===== src/rtl/cyc_pkg.sv =====
`timescale 1ns / 1ps

package cyc_pkg;

    // Operation codes carried by the input word.
    localparam logic [1:0] OP_SAMPLE = 2'd0;
    localparam logic [1:0] OP_PAUSE  = 2'd1;
    localparam logic [1:0] OP_RESUME = 2'd2;

    // Configuration register indexes.
    localparam int CFG_IDX_W = 2;
    localparam logic [CFG_IDX_W-1:0] REG_MAX_CYCLE_NS = 2'd0;
    localparam logic [CFG_IDX_W-1:0] REG_MIN_LOG_SEC  = 2'd1;

    // Register reset values.
    localparam logic [31:0] MAX_CYCLE_RESET = 32'd20000000;
    localparam logic [15:0] MIN_LOG_RESET   = 16'd60;

    // Time arithmetic constants.
    localparam logic [29:0] NS_PER_SEC    = 30'd1000000000;
    localparam logic [29:0] NSEC_MAX      = 30'd999999999;
    localparam logic [31:0] GAP_CLAMP_NS  = 32'd4000000000;
    localparam logic [33:0] GAP_CLAMP_SEC = 34'd4;

    // One input word as held in the input register.
    typedef struct packed {
        logic [1:0]  operation;
        logic [31:0] stamp_sec;
        logic [29:0] stamp_nsec;
    } cyc_item_t;

    // Differences between a sample and the stored timestamp.
    typedef struct packed {
        logic [33:0] dsec;
        logic [29:0] dnsec;
        logic [31:0] gap_ns;
    } cyc_delta_t;

    // One result word.
    typedef struct packed {
        logic        underrun;
        logic        logged;
        logic [31:0] gap_ns;
        logic [31:0] underrun_total;
        logic [31:0] log_total;
    } cyc_result_t;

    // Configuration as seen by the state logic.
    typedef struct packed {
        logic [31:0] max_cycle_ns;
        logic [15:0] min_log_interval_sec;
    } cyc_cfg_t;

endpackage


===== src/rtl/cycle_overrun_monitor.sv =====
`timescale 1ns / 1ps

// Cycle overrun monitor. Each input word is a monotonic timestamp sample, a pause
// or a resume, and each gives exactly one result word. The block accepts one word
// per clock cycle, and its result word is formed as follows: the word
// is held in an input register, the gap, log timer and counters are worked out in a
// single pass from there into the result register when it advances, and the monitor
// state updates on that same edge. While both registers hold words, s_ready follows
// m_ready, so throughput stays at one word per cycle as long as the downstream side
// takes results. Configuration writes take effect on the next edge and should only
// be made while no words are in flight.
module cycle_overrun_monitor
    import cyc_pkg::*;
(
    input  logic                 aclk,
    input  logic                 aresetn,
    input  logic                 cfg_wr_en,
    input  logic [CFG_IDX_W-1:0] cfg_index,
    input  logic [31:0]          cfg_data,
    input  logic                 s_valid,
    output logic                 s_ready,
    input  logic [1:0]           s_operation,
    input  logic [31:0]          s_stamp_sec,
    input  logic [29:0]          s_stamp_nsec,
    output logic                 m_valid,
    input  logic                 m_ready,
    output logic                 m_underrun,
    output logic                 m_logged,
    output logic [31:0]          m_gap_ns,
    output logic [31:0]          m_underrun_total,
    output logic [31:0]          m_log_total
);

    cyc_cfg_t    cfg_reg;
    logic        in_valid_reg;
    cyc_item_t   in_item_reg, in_item_next;
    logic        out_valid_reg;
    cyc_result_t out_result_reg;
    cyc_result_t result;
    logic        advance;
    logic        step_en;

    // Configuration registers.
    always_ff @(posedge aclk) begin
        if (!aresetn) begin
            cfg_reg.max_cycle_ns         <= MAX_CYCLE_RESET;
            cfg_reg.min_log_interval_sec <= MIN_LOG_RESET;
        end else if (cfg_wr_en) begin
            case (cfg_index)
                REG_MAX_CYCLE_NS: cfg_reg.max_cycle_ns         <= cfg_data;
                REG_MIN_LOG_SEC:  cfg_reg.min_log_interval_sec <= cfg_data[15:0];
                default: begin
                end
            endcase
        end
    end

    // The result register moves on when it is empty or being taken.
    assign advance = !out_valid_reg || m_ready;
    assign step_en = in_valid_reg && advance;
    assign s_ready = !in_valid_reg || advance;

    // Input word, with the nanoseconds saturated on the way in.
    always_comb begin
        in_item_next.operation  = s_operation;
        in_item_next.stamp_sec  = s_stamp_sec;
        in_item_next.stamp_nsec = (s_stamp_nsec > NSEC_MAX) ? NSEC_MAX : s_stamp_nsec;
    end

    always_ff @(posedge aclk) begin
        if (!aresetn) begin
            in_valid_reg <= 1'b0;
        end else if (s_ready) begin
            in_valid_reg <= s_valid;
        end
    end

    always_ff @(posedge aclk) begin
        if (s_valid && s_ready) begin
            in_item_reg <= in_item_next;
        end
    end

    cyc_state u_state (
        .aclk    (aclk),
        .aresetn (aresetn),
        .step_en (step_en),
        .item    (in_item_reg),
        .cfg     (cfg_reg),
        .result  (result)
    );

    // Result register.
    always_ff @(posedge aclk) begin
        if (!aresetn) begin
            out_valid_reg <= 1'b0;
        end else if (advance) begin
            out_valid_reg <= in_valid_reg;
        end
    end

    always_ff @(posedge aclk) begin
        if (step_en) begin
            out_result_reg <= result;
        end
    end

    assign m_valid          = out_valid_reg;
    assign m_underrun       = out_result_reg.underrun;
    assign m_logged         = out_result_reg.logged;
    assign m_gap_ns         = out_result_reg.gap_ns;
    assign m_underrun_total = out_result_reg.underrun_total;
    assign m_log_total      = out_result_reg.log_total;

endmodule


===== src/rtl/cyc_gap_calc.sv =====
`timescale 1ns / 1ps

module cyc_gap_calc
    import cyc_pkg::*;
(
    input  logic [31:0] stamp_sec,
    input  logic [29:0] stamp_nsec,
    input  logic [31:0] prev_sec,
    input  logic [29:0] prev_nsec,
    output cyc_delta_t  delta
);

    logic [30:0] dnsec_raw;
    logic        borrow;
    logic [30:0] dnsec_fix;
    logic [33:0] dsec;
    logic [29:0] dnsec;
    logic        dsec_pos;
    logic        dsec_small;
    logic [31:0] gap_sum;
    logic [31:0] gap_ns;

    // Nanosecond difference with a borrow from the seconds.
    assign dnsec_raw = {1'b0, stamp_nsec} - {1'b0, prev_nsec};
    assign borrow    = dnsec_raw[30];
    assign dnsec_fix = dnsec_raw + {1'b0, NS_PER_SEC};

    // Seconds difference, two's complement over 34 bits.
    assign dsec  = {2'b00, stamp_sec} - {2'b00, prev_sec} - {33'd0, borrow};
    assign dnsec = borrow ? dnsec_fix[29:0] : dnsec_raw[29:0];

    // The gap is clamped at four seconds; a backward step keeps only the nanoseconds.
    assign dsec_pos   = !dsec[33] && (dsec != 34'd0);
    assign dsec_small = dsec < GAP_CLAMP_SEC;
    assign gap_sum    = {2'b00, dnsec}
                        + (32'(dsec[1:0]) * {2'b00, NS_PER_SEC});

    always_comb begin
        if (!dsec_pos) begin
            gap_ns = {2'b00, dnsec};
        end else if (dsec_small) begin
            gap_ns = gap_sum;
        end else begin
            gap_ns = GAP_CLAMP_NS;
        end
    end

    assign delta = {dsec, dnsec, gap_ns};

endmodule


===== src/rtl/cyc_state.sv =====
`timescale 1ns / 1ps

module cyc_state
    import cyc_pkg::*;
(
    input  logic        aclk,
    input  logic        aresetn,
    input  logic        step_en,
    input  cyc_item_t   item,
    input  cyc_cfg_t    cfg,
    output cyc_result_t result
);

    logic        prev_valid_reg, prev_valid_next;
    logic [31:0] prev_sec_reg, prev_sec_next;
    logic [29:0] prev_nsec_reg, prev_nsec_next;
    logic [31:0] timer_sec_reg, timer_sec_next;
    logic [29:0] timer_nsec_reg, timer_nsec_next;
    logic [31:0] under_cnt_reg, under_cnt_next;
    logic [31:0] log_cnt_reg, log_cnt_next;
    logic        paused_reg, paused_next;

    cyc_delta_t  delta;
    logic [30:0] tnsec_sum;
    logic        tnsec_carry;
    logic [30:0] tnsec_wrap;
    logic [34:0] tsec_sum;
    logic [31:0] tsec_sat;
    logic [29:0] tnsec_new;

    cyc_gap_calc u_gap_calc (
        .stamp_sec  (item.stamp_sec),
        .stamp_nsec (item.stamp_nsec),
        .prev_sec   (prev_sec_reg),
        .prev_nsec  (prev_nsec_reg),
        .delta      (delta)
    );

    // Log timer advance with a nanosecond carry and saturation of the seconds.
    assign tnsec_sum   = {1'b0, timer_nsec_reg} + {1'b0, delta.dnsec};
    assign tnsec_carry = tnsec_sum >= {1'b0, NS_PER_SEC};
    assign tnsec_wrap  = tnsec_sum - {1'b0, NS_PER_SEC};
    assign tnsec_new   = tnsec_carry ? tnsec_wrap[29:0] : tnsec_sum[29:0];
    assign tsec_sum    = {3'b000, timer_sec_reg} + {delta.dsec[33], delta.dsec}
                         + {34'd0, tnsec_carry};

    always_comb begin
        if (tsec_sum[34]) begin
            tsec_sat = 32'd0;
        end else if (tsec_sum[33:32] != 2'b00) begin
            tsec_sat = 32'hFFFF_FFFF;
        end else begin
            tsec_sat = tsec_sum[31:0];
        end
    end

    // Next state and result for the word in the input register.
    always_comb begin
        prev_valid_next = prev_valid_reg;
        prev_sec_next   = prev_sec_reg;
        prev_nsec_next  = prev_nsec_reg;
        timer_sec_next  = timer_sec_reg;
        timer_nsec_next = timer_nsec_reg;
        under_cnt_next  = under_cnt_reg;
        log_cnt_next    = log_cnt_reg;
        paused_next     = paused_reg;
        result.underrun = 1'b0;
        result.logged   = 1'b0;
        result.gap_ns   = 32'd0;

        if (step_en) begin
            case (item.operation)
                OP_PAUSE: begin
                    paused_next = 1'b1;
                end
                OP_RESUME: begin
                    if (paused_reg) begin
                        paused_next     = 1'b0;
                        prev_valid_next = 1'b0;
                        timer_sec_next  = {16'd0, cfg.min_log_interval_sec};
                        timer_nsec_next = 30'd0;
                    end
                end
                OP_SAMPLE: begin
                    if (!paused_reg) begin
                        prev_valid_next = 1'b1;
                        prev_sec_next   = item.stamp_sec;
                        prev_nsec_next  = item.stamp_nsec;
                        if (prev_valid_reg) begin
                            timer_sec_next  = tsec_sat;
                            timer_nsec_next = tnsec_new;
                            result.gap_ns   = delta.gap_ns;
                            if (delta.gap_ns > cfg.max_cycle_ns) begin
                                result.underrun = 1'b1;
                                under_cnt_next  = under_cnt_reg + 32'd1;
                                if (tsec_sat >= {16'd0, cfg.min_log_interval_sec}) begin
                                    result.logged   = 1'b1;
                                    log_cnt_next    = log_cnt_reg + 32'd1;
                                    timer_sec_next  = 32'd0;
                                    timer_nsec_next = 30'd0;
                                end
                            end
                        end
                    end
                end
                default: begin
                end
            endcase
        end

        result.underrun_total = under_cnt_next;
        result.log_total      = log_cnt_next;
    end

    // State registers.
    always_ff @(posedge aclk) begin
        if (!aresetn) begin
            prev_valid_reg <= 1'b0;
            prev_sec_reg   <= 32'd0;
            prev_nsec_reg  <= 30'd0;
            timer_sec_reg  <= {16'd0, MIN_LOG_RESET};
            timer_nsec_reg <= 30'd0;
            under_cnt_reg  <= 32'd0;
            log_cnt_reg    <= 32'd0;
            paused_reg     <= 1'b0;
        end else begin
            prev_valid_reg <= prev_valid_next;
            prev_sec_reg   <= prev_sec_next;
            prev_nsec_reg  <= prev_nsec_next;
            timer_sec_reg  <= timer_sec_next;
            timer_nsec_reg <= timer_nsec_next;
            under_cnt_reg  <= under_cnt_next;
            log_cnt_reg    <= log_cnt_next;
            paused_reg     <= paused_next;
        end
    end

endmodule


===== config.mk =====
export PLATFORM = sky130hd
export DESIGN_NAME = cycle_overrun_monitor
export DESIGN_NICKNAME = d
export VERILOG_FILES = /design/src/rtl/cyc_pkg.sv /design/src/rtl/cycle_overrun_monitor.sv /design/src/rtl/cyc_gap_calc.sv /design/src/rtl/cyc_state.sv
export SDC_FILE = /design/constraint.sdc
export NUM_CORES = 1
export LEC_CHECK = 0
export BUFFER_PORTS_ARGS = -buffer_cell sky130_fd_sc_hd__buf_2
export CORE_MARGIN = 3
export CORE_UTILIZATION = 25
export DETAILED_ROUTE_END_ITERATION = 6
export PLACE_DENSITY_LB_ADDON = 0.3
export SLEW_MARGIN = 30
export SYNTH_ARGS = -nofsm -noshare
export SYNTH_HDL_FRONTEND = slang
export SYNTH_SLANG_ARGS = --single-unit
export TNS_END_PERCENT = 100

===== constraint.sdc =====
create_clock -name aclk -period 33.1 [get_ports aclk]
set_input_delay 1.655 -clock aclk [delete_from_list [all_inputs] [get_ports aclk]]
set_output_delay 1.655 -clock aclk [all_outputs]
set_load 0.05 [all_outputs]

Word level (Yosys, flattened, before mapping)
Cells that the tools add are included.

Magnitude comparators: 5. Mux-type cells: 35. Reduce and logical (&&, ||, !) cells: 22. Multiply operators: 1. Bitwise logic cells: 4. $add $sub $neg: 11. Equality and inequality tests: 6.

Operator list (number): $mux 32 (20); $mux 30 (7); $add 32x1->32 const B (2); $pmux 32 s2 (1); $pmux 30 s2 (1); $add 33x34->35 (1); $add 35x1->35 (1); $lt 34x3->1 const B (1); $reduce_bool 34->1 (1); $sub 33x2->34 (1); $sub 32x32->33 (1); $add 30x32->32 (1); $ge 32x16->1 (1); $gt 32x32->1 (1); $add 30x30->31 (1); $ge 31x30->1 const B (1); $sub 30x30->31 (1); $add 30x30->30 const B (1); $gt 30x30->1 const B (1); $sub 30x30->30 const B (1); $mul 2x21->23 const B (1); $reduce_and 2->1 (3); $reduce_bool 2->1 (3); $reduce_and 5->1 (1); other kinds (16) (30).

Logic and storage cells: 104. Bits in registers: 402. Input port bits: 103.

Depth between registers and ports, before layout
Gate-level depths: netlist of run 1.

Word-level depth: 16. Mapped depth: 61. Gate-level depth less buffers: 55.

Modules after synthesis
A second synthesis of run 1 with hierarchy kept.

Cells, all modules: 3387. Area total of the unflattened synthesis: 28494.8 um2.

Modules (own cells, without submodules): cyc_state (area an instance 14286.2 um2, cells an instance 1868, times used 1); cycle_overrun_monitor (area an instance 7272.0 um2, cells an instance 475, times used 1); cyc_gap_calc (area an instance 6936.7 um2, cells an instance 1044, times used 1).

Worst setup path before layout of run 1
No wires, ideal clock.

Path type: flip-flop to flip-flop. From: register in_item_reg[0] in the netlist's numbering. To: register out_result_reg, in the netlist m_log_total[31], data pin. Cell stages (with the launch flop): 55. Period minus slack after synthesis: 12.773 ns. Data arrival time: 12.512 ns. Setup slack: 20.327 ns. Path buffers: 3. Library setup time: 0.261 ns. Data required time: 32.839 ns. Cell sequence: edfxtp_1 -> inv_1 -> ha_1 -> inv_1 -> fa_1 -> a211oi_1 -> nor4b_1 -> o311ai_0 -> a2111o_1 -> a21oi_1 -> a2111oi_0 -> xor2_1 -> inv_1 -> ha_1 -> clkbuf_1 -> nor2_1 -> o311ai_0 -> a311oi_1 -> [19 not listed] -> or4_1 -> and3_1 -> clkbuf_1 -> o21a_1 -> ha_1 -> o211a_1 -> a2111oi_0 -> o21ai_0 -> a31oi_1 -> o21ai_0 -> a221o_1 -> nor2_1 -> nor4bb_1 -> nand3_1 -> a311oi_4 -> nor3_1 -> and4_1 -> xor2_1.

RTL lines: start, declared (line cycle_overrun_monitor.sv:36) `cyc_item_t in_item_reg, in_item_next;`; start signal, assigned (line cycle_overrun_monitor.sv:80) `in_item_reg <= in_item_next;`; end signal, assigned (line cycle_overrun_monitor.sv:104) `out_result_reg <= result;`; end, declared (line cycle_overrun_monitor.sv:38) `cyc_result_t out_result_reg;`.

==> metrics.txt, run 1 <==
Final Power about 0.0016 W; clock share of power 37.7%; Final nets 3,760; Final TNS setup 0 ps; initial antenna violation count 13; CORE AREA 109,000 sq um; final period utilization a little under half; r2r startpoint in_item_reg[0]; Psw 0.000560 W; status finished clean; Hold-fix buffers, CTS 0; CP startpoint kind flip-flop; root buffer cell clkbuf_16; CTS sink count 402; FP Rows between 100 and 150; Worst slew margin 34.5%; WHS Path Cells 2; maxcap violations 0; Post-Syn Nets 3,624; wire per inst between 15 and 20 microns; area grow syn2layout 15.7%; setup violators final 0; Detailed Routing Iterations Pass 1 5; CTS tree done; sw frac 34.8%; Largest register FFs 64; CP Data Required Time 33,510 ps; area occupied by multi-input gates 16,800 sq um; Reg clk slew, reported paths 70 ps; Post-Synthesis Cell Area 27,800 sq um; yosys synthesis warning count 0; R2R Path End m_log_total[14]; largest family of logic cells by synthesized area simple AND/OR/NAND/NOR gates; Routability Congestion around 0.87; GRT overflow 0; cts repair resizes 0; FILL cells 11,700; CP max stage cell a2111oi_0; drt drc 0; post-synthesis sequential area ratio 34.8%; Die W approximately 340 microns; post-synthesis xor/xnor area fraction under 10%; max incr delay on CP 820 ps; Hold EP u_state.prev_nsec_reg[28]; vias in the first global route about 23,000; Routed Antenna Nets 0; Hold Path Origin u_state.prev_nsec_reg[28]; Leak 12.3 nW; first-pass GRT wire length 137,000 microns; total global-route track usage 14.9%; RSZ-0062 raised after global routing no; Syn Area/Cell 8.39 sq um; HPWL after DPL between 60,000 and 70,000 microns; cts bufs inserted 52; Hold Path Class reg -> reg; Final Hold Viols 0; share of power burned in registers between 30% and 40%; sequential cell area slightly below 10,000 sq um; FF-to-FF path depth 53; Post-CTS Setup Repair Bufs 0; CP arrival 15,450 ps; async set-reset flop share out of synthesis 0%; Worst Path Max Fanout 31; fmax ~0.066 GHz; Crit. End Element flip-flop; initial DRC count about 1,500; Power Density 50.2 nW/um^2; clock latency on the worst-skew pair 670 ps; htree depth 2; simple-gate area share of the yosys netlist 21.6%; Starting Density 25.4%; crit path time final 15,040 ps; Post-synth EDFFs 162; Yosys cell types 97; prevailing post-synth register cell dfxtp_1; routed vias 24,400; drt via density 4.91; # IOs 203; clock buffer depth 3; synthesized instance count about 3,300; die area 115,000 sq um; share of cells above drive strength 1 11.4%; worst slew pin tran 980 ps; Combinational Power Share 28.9%; Synth Area in Compound Gates 21.2%; r2r setup slk around 18,000 ps; internal power between 0.001 and 0.0015 W; critical path class reg -> reg; die outline height 339 microns; max-slew violations 0; mux contribution to synthesized area 1.11%; maximum VDD drop 0.0379 mV; IO Port Bufs 202; largest net degree at the start of global routing 83; clock skew between 60 and 70 ps; WL final 87,800 microns; Synth Register Bits about 400; post-synthesis adder-cell area fraction 9.72%
[per-layer routing]
metal	part of all wire [%]	track usage, %	vias to the layer above	routed length [microns]
met1	49	20.9	11500	42900
met5	0.025	0	-	22
met2	42	22.4	568	36700
li1	-	-	12200	-
met4	3.2	4.89	4	2820
met3	6.1	3.32	144	5350
[area by class of cell]
| type | count | share of cell area (%) |
|---|---|---|
| repair buffers | 225 | 3.68 |
| well taps | 1476 | 5.75 |
| clock buffers | 63 | 4.21 |
| inverters | 208 | 2.44 |
| multi-input cells | 2556 | 52.3 |
| diodes | 3 | 0.0234 |
| clock inverters | 35 | 1.49 |
| flip-flops and latches | 402 | 30.1 |
[worst max-delay path by stage]
stage	startpoint	to	slack (ps)	cells past startpoint
4_1_cts	in_item_reg[0]	m_log_total[14]	18050	51
6_report	in_item_reg[0]	m_log_total[14]	18060	53
3_3_place_gp	in_item_reg[0]	m_log_total[14]	18400	53
2_1_floorplan	in_item_reg[0]	m_log_total[31]	20330	54
3_5_place_dp	in_item_reg[0]	m_log_total[14]	18170	53
5_1_grt	in_item_reg[0]	m_log_total[14]	16680	51
[cell usage after synthesis, types with 36 or more instances]
| master | instances | area [sq um] |
|---|---|---|
| nand2_1 | 428 | 1610 |
| a21oi_1 | 281 | 1410 |
| dfxtp_1 | 240 | 4800 |
| nor2_1 | 213 | 800 |
| inv_1 | 207 | 777 |
| ha_1 | 206 | 2580 |
| edfxtp_1 | 162 | 4860 |
| o21ai_0 | 137 | 686 |
| xnor2_1 | 131 | 1150 |
| clkbuf_1 | 121 | 454 |
| nand3_1 | 93 | 465 |
| xor2_1 | 81 | 709 |
| nor3_1 | 67 | 335 |
| and2_1 | 65 | 407 |
| nand2b_1 | 58 | 363 |
| a21o_1 | 56 | 420 |
| nand4_1 | 53 | 332 |
| o211ai_1 | 48 | 360 |
| o21a_1 | 45 | 338 |
| and3_1 | 40 | 250 |
| or2_2 | 40 | 250 |
| a211oi_1 | 36 | 270 |
[critical path: cells and delay by family, from the launching register on]
family,cells,cell delay (ps)
flip-flops,1,380
adder cells (fa/ha/maj),6,1960
AO/OA/AOI/OAI,25,8050
AND/OR/NAND/NOR,14,2970
buffers and inverters,6,890
XOR/XNOR,2,540
[metrics by stage]
stage	util [%]	worst slack, ps	hold slack, ps	std cells	cell area [sq um]
after floorplan	-	20330	429	3309	27800
after global placement	27.7	18400	442	4867	30300
after detailed placement	27.7	18170	447	4867	30300
after CTS	29.3	18050	454	4965	32100
after global routing	29.3	16680	467	4965	32100
final	29.4	18060	452	4968	32100
[kinds of logic (layout without fill, tap and decap cells)]
logic type	count (synthesis)	in the layout
and+or+nand+nor	1213	1213
AOI/OAI and AO/OA	889	889
DFF	402	402
buffers and inverters	351	531
adders and majority gates	212	212
xor gates and xnor gates	212	212
muxes	30	30
other	0	3
[layout by cell type (no fill, tap or decap), drive strengths merged, types with 16 or more instances in the layout]
master	count
nand3	93
buf	225
nand2	428
and2	67
nor2b	29
mux2i	24
and4	16
a31oi	22
a21oi	281
nor4	25
xor2	81
nor3	68
clkinv	18
o31ai	21
a211o	20
clkbuf	63
ha	206
o21a	45
o211ai	48
inv	212
or2	48
a2111oi	17
nand4	53
o21ai	154
nand2b	58
a22o	21
a21o	56
dfxtp	240
nor2	213
or3	16
and3	40
edfxtp	162
a211oi	36
xnor2	131
[power by group through the flow]
stage                     clock (W)  combinational, W  sequential [W]
final                      0.000608          0.000466        0.000538
after global routing       0.000652          0.000516        0.000540
after CTS                  0.000633          0.000462        0.000538
after detailed placement          0          0.000460        0.000549
after global placement            0          0.000459        0.000549
after floorplan                   0          0.000318        0.000566
Note: power is estimated with default switching activity, not from simulation.
==> inputs of run 2 (changes only) <==
==> constraint.sdc (replaced) <==
create_clock -name aclk -period 15.1 [get_ports aclk]
set_input_delay 0.755 -clock aclk [delete_from_list [all_inputs] [get_ports aclk]]
set_output_delay 0.755 -clock aclk [all_outputs]
set_load 0.05 [all_outputs]
==> metrics.txt, run 2 (synthesis results as in run 1) <==
IO Port Bufs around 200; Final TNS setup 0 ps; RSZ-0062 raised after global routing no; clock latency on the worst-skew pair 670 ps; internal power between 0.002 and 0.0025 W; Reg clk slew, reported paths 60 ps; CP arrival 14,000 ps; setup violators final 0; Routability Congestion 0.891; die outline height 339 microns; Hold-fix buffers, CTS 0; max incr delay on CP 720 ps; root buffer cell clkbuf_16; most frequent cells in the layout nand2_1 (426), a21oi_1 (280), dfxtp_1 (240); Crit. End Element flip-flop; Final Hold Viols 0; initial antenna violation count 11; Worst slew margin 33.7%; Psw 0.00123 W; drt via density 4.92; CTS tree done; drt drc 0; htree depth 2; CORE AREA 109,000 sq um; Worst Path Max Fanout 17; placed cells 4,871; CP Data Required Time 15,520 ps; total global-route track usage 15.0%; cts bufs inserted slightly above 50; vias in the first global route 23,100; final period utilization 89.9%; Power Density 111 nW/um^2; share of cells above drive strength 1 11.7%; initial DRC count between 1,500 and 2,000; largest net degree at the start of global routing 72; WL final 88,600 microns; worst slew pin tran about 1000 ps; Hold Path Class in -> reg; die area 115,000 sq um; critical path class reg -> reg; Cell Count, Final, Fillers Out roughly 5,000; Leak 12.4 nW; Starting Density 25.4%; share of power burned in registers between 30% and 40%; maxcap violations 0; FP Rows 121; CTS sink count 402; first-pass GRT wire length roughly 140,000 microns; CP most frequent cell o21ai_0; routed vias 24,500; maximum VDD drop 0.0910 mV; FILL cells 11,700; Combinational Power Share 28.5%; Die W 339 microns; Largest register FFs 64; CP max stage cell o311ai_0; CP startpoint kind flip-flop; max-slew violations 0; # IOs 203; clock buffer depth 3; GRT overflow 0; wire per inst 17.8 microns; clock share of power a little under 40%; status finished clean; Routed Antenna Nets 0; HPWL after DPL 68,100 microns; sw frac 34.4%; Final nets 3,765; Detailed Routing Iterations Pass 1 5; fmax 0.0736 GHz; leading cell type in the layout, fill and taps excluded nand2_1; area grow syn2layout 16.2%; clock skew 83.8 ps; crit path time final 13,580 ps
## run 2: layout make-up
type	count	area, sq um	area share [%]
multi-input combinational	2556	16800	52.1
sequential	402	9670	30.0
tap	1476	1850	5.72
clock buffer	68	1470	4.54
timing repair buffer	231	1230	3.81
inverter	208	783	2.43
clock inverter	28	455	1.41
antenna	4	10.0	0.0310
## run 2: timing repair
action	in CTS	in global routing
setup endpoints to repair	0	127
buffers inserted	0	2
gates resized for setup	0	3
## run 2: routing by layer
layer  vias up  track usage, %  wire, microns
li1      12200               -              -
met5         -               0             26
met3       115            2.79           5580
met1     11500            21.4          43200
met2       625            23.1          37600
met4         4            3.74           2200
## run 2: worst max-delay path: cells and delay by family (launching register included)
family                   cells  cell delay [ps]
AO/OA/AOI/OAI               22             6320
XOR/XNOR                     2              730
adder cells (fa/ha/maj)      5             1650
buffers and inverters        3              400
flip-flops                   1              400
AND/OR/NAND/NOR             18             3800
## run 2: final timing paths
path | start | to | slack (ps) | cells past startpoint
setup reg to reg | in_item_reg[6] | m_log_total[31] | 1520 | 50
hold reg to reg | u_state.timer_sec_reg[28] | u_state.timer_sec_reg[28] | 450 | 2
setup / recovery | in_item_reg[6] | m_log_total[31] | 1520 | 50
hold / removal | s_stamp_sec[26] | in_item_reg[56] | 260 | 1
## run 2: through the flow
step | total power, W | utilization [%] | instance area (sq um) | hold WS [ps] | setup slack [ps]
2_1_floorplan | 0.00194 | - | 27800 | 429 | 2330
3_3_place_gp | 0.00221 | 27.7 | 30300 | 441 | 1110
3_5_place_dp | 0.00221 | 27.7 | 30300 | 446 | 988
4_1_cts | 0.00363 | 29.4 | 32200 | 206 | 879
5_1_grt | 0.00379 | 29.5 | 32300 | 222 | 20.2
6_report | 0.00358 | 29.5 | 32300 | 264 | 1520
## run 2: power groups by stage
| stage | Clock (W) | Sequential, W | Combinational (W) |
|---|---|---|---|
| final | 0.00138 | 0.00118 | 0.00102 |
| after global routing | 0.00148 | 0.00118 | 0.00113 |
| after CTS | 0.00144 | 0.00118 | 0.00101 |
| after detailed placement | 0 | 0.00120 | 0.00101 |
| after global placement | 0 | 0.00120 | 0.00101 |
| after floorplan | 0 | 0.00124 | 0.000696 |
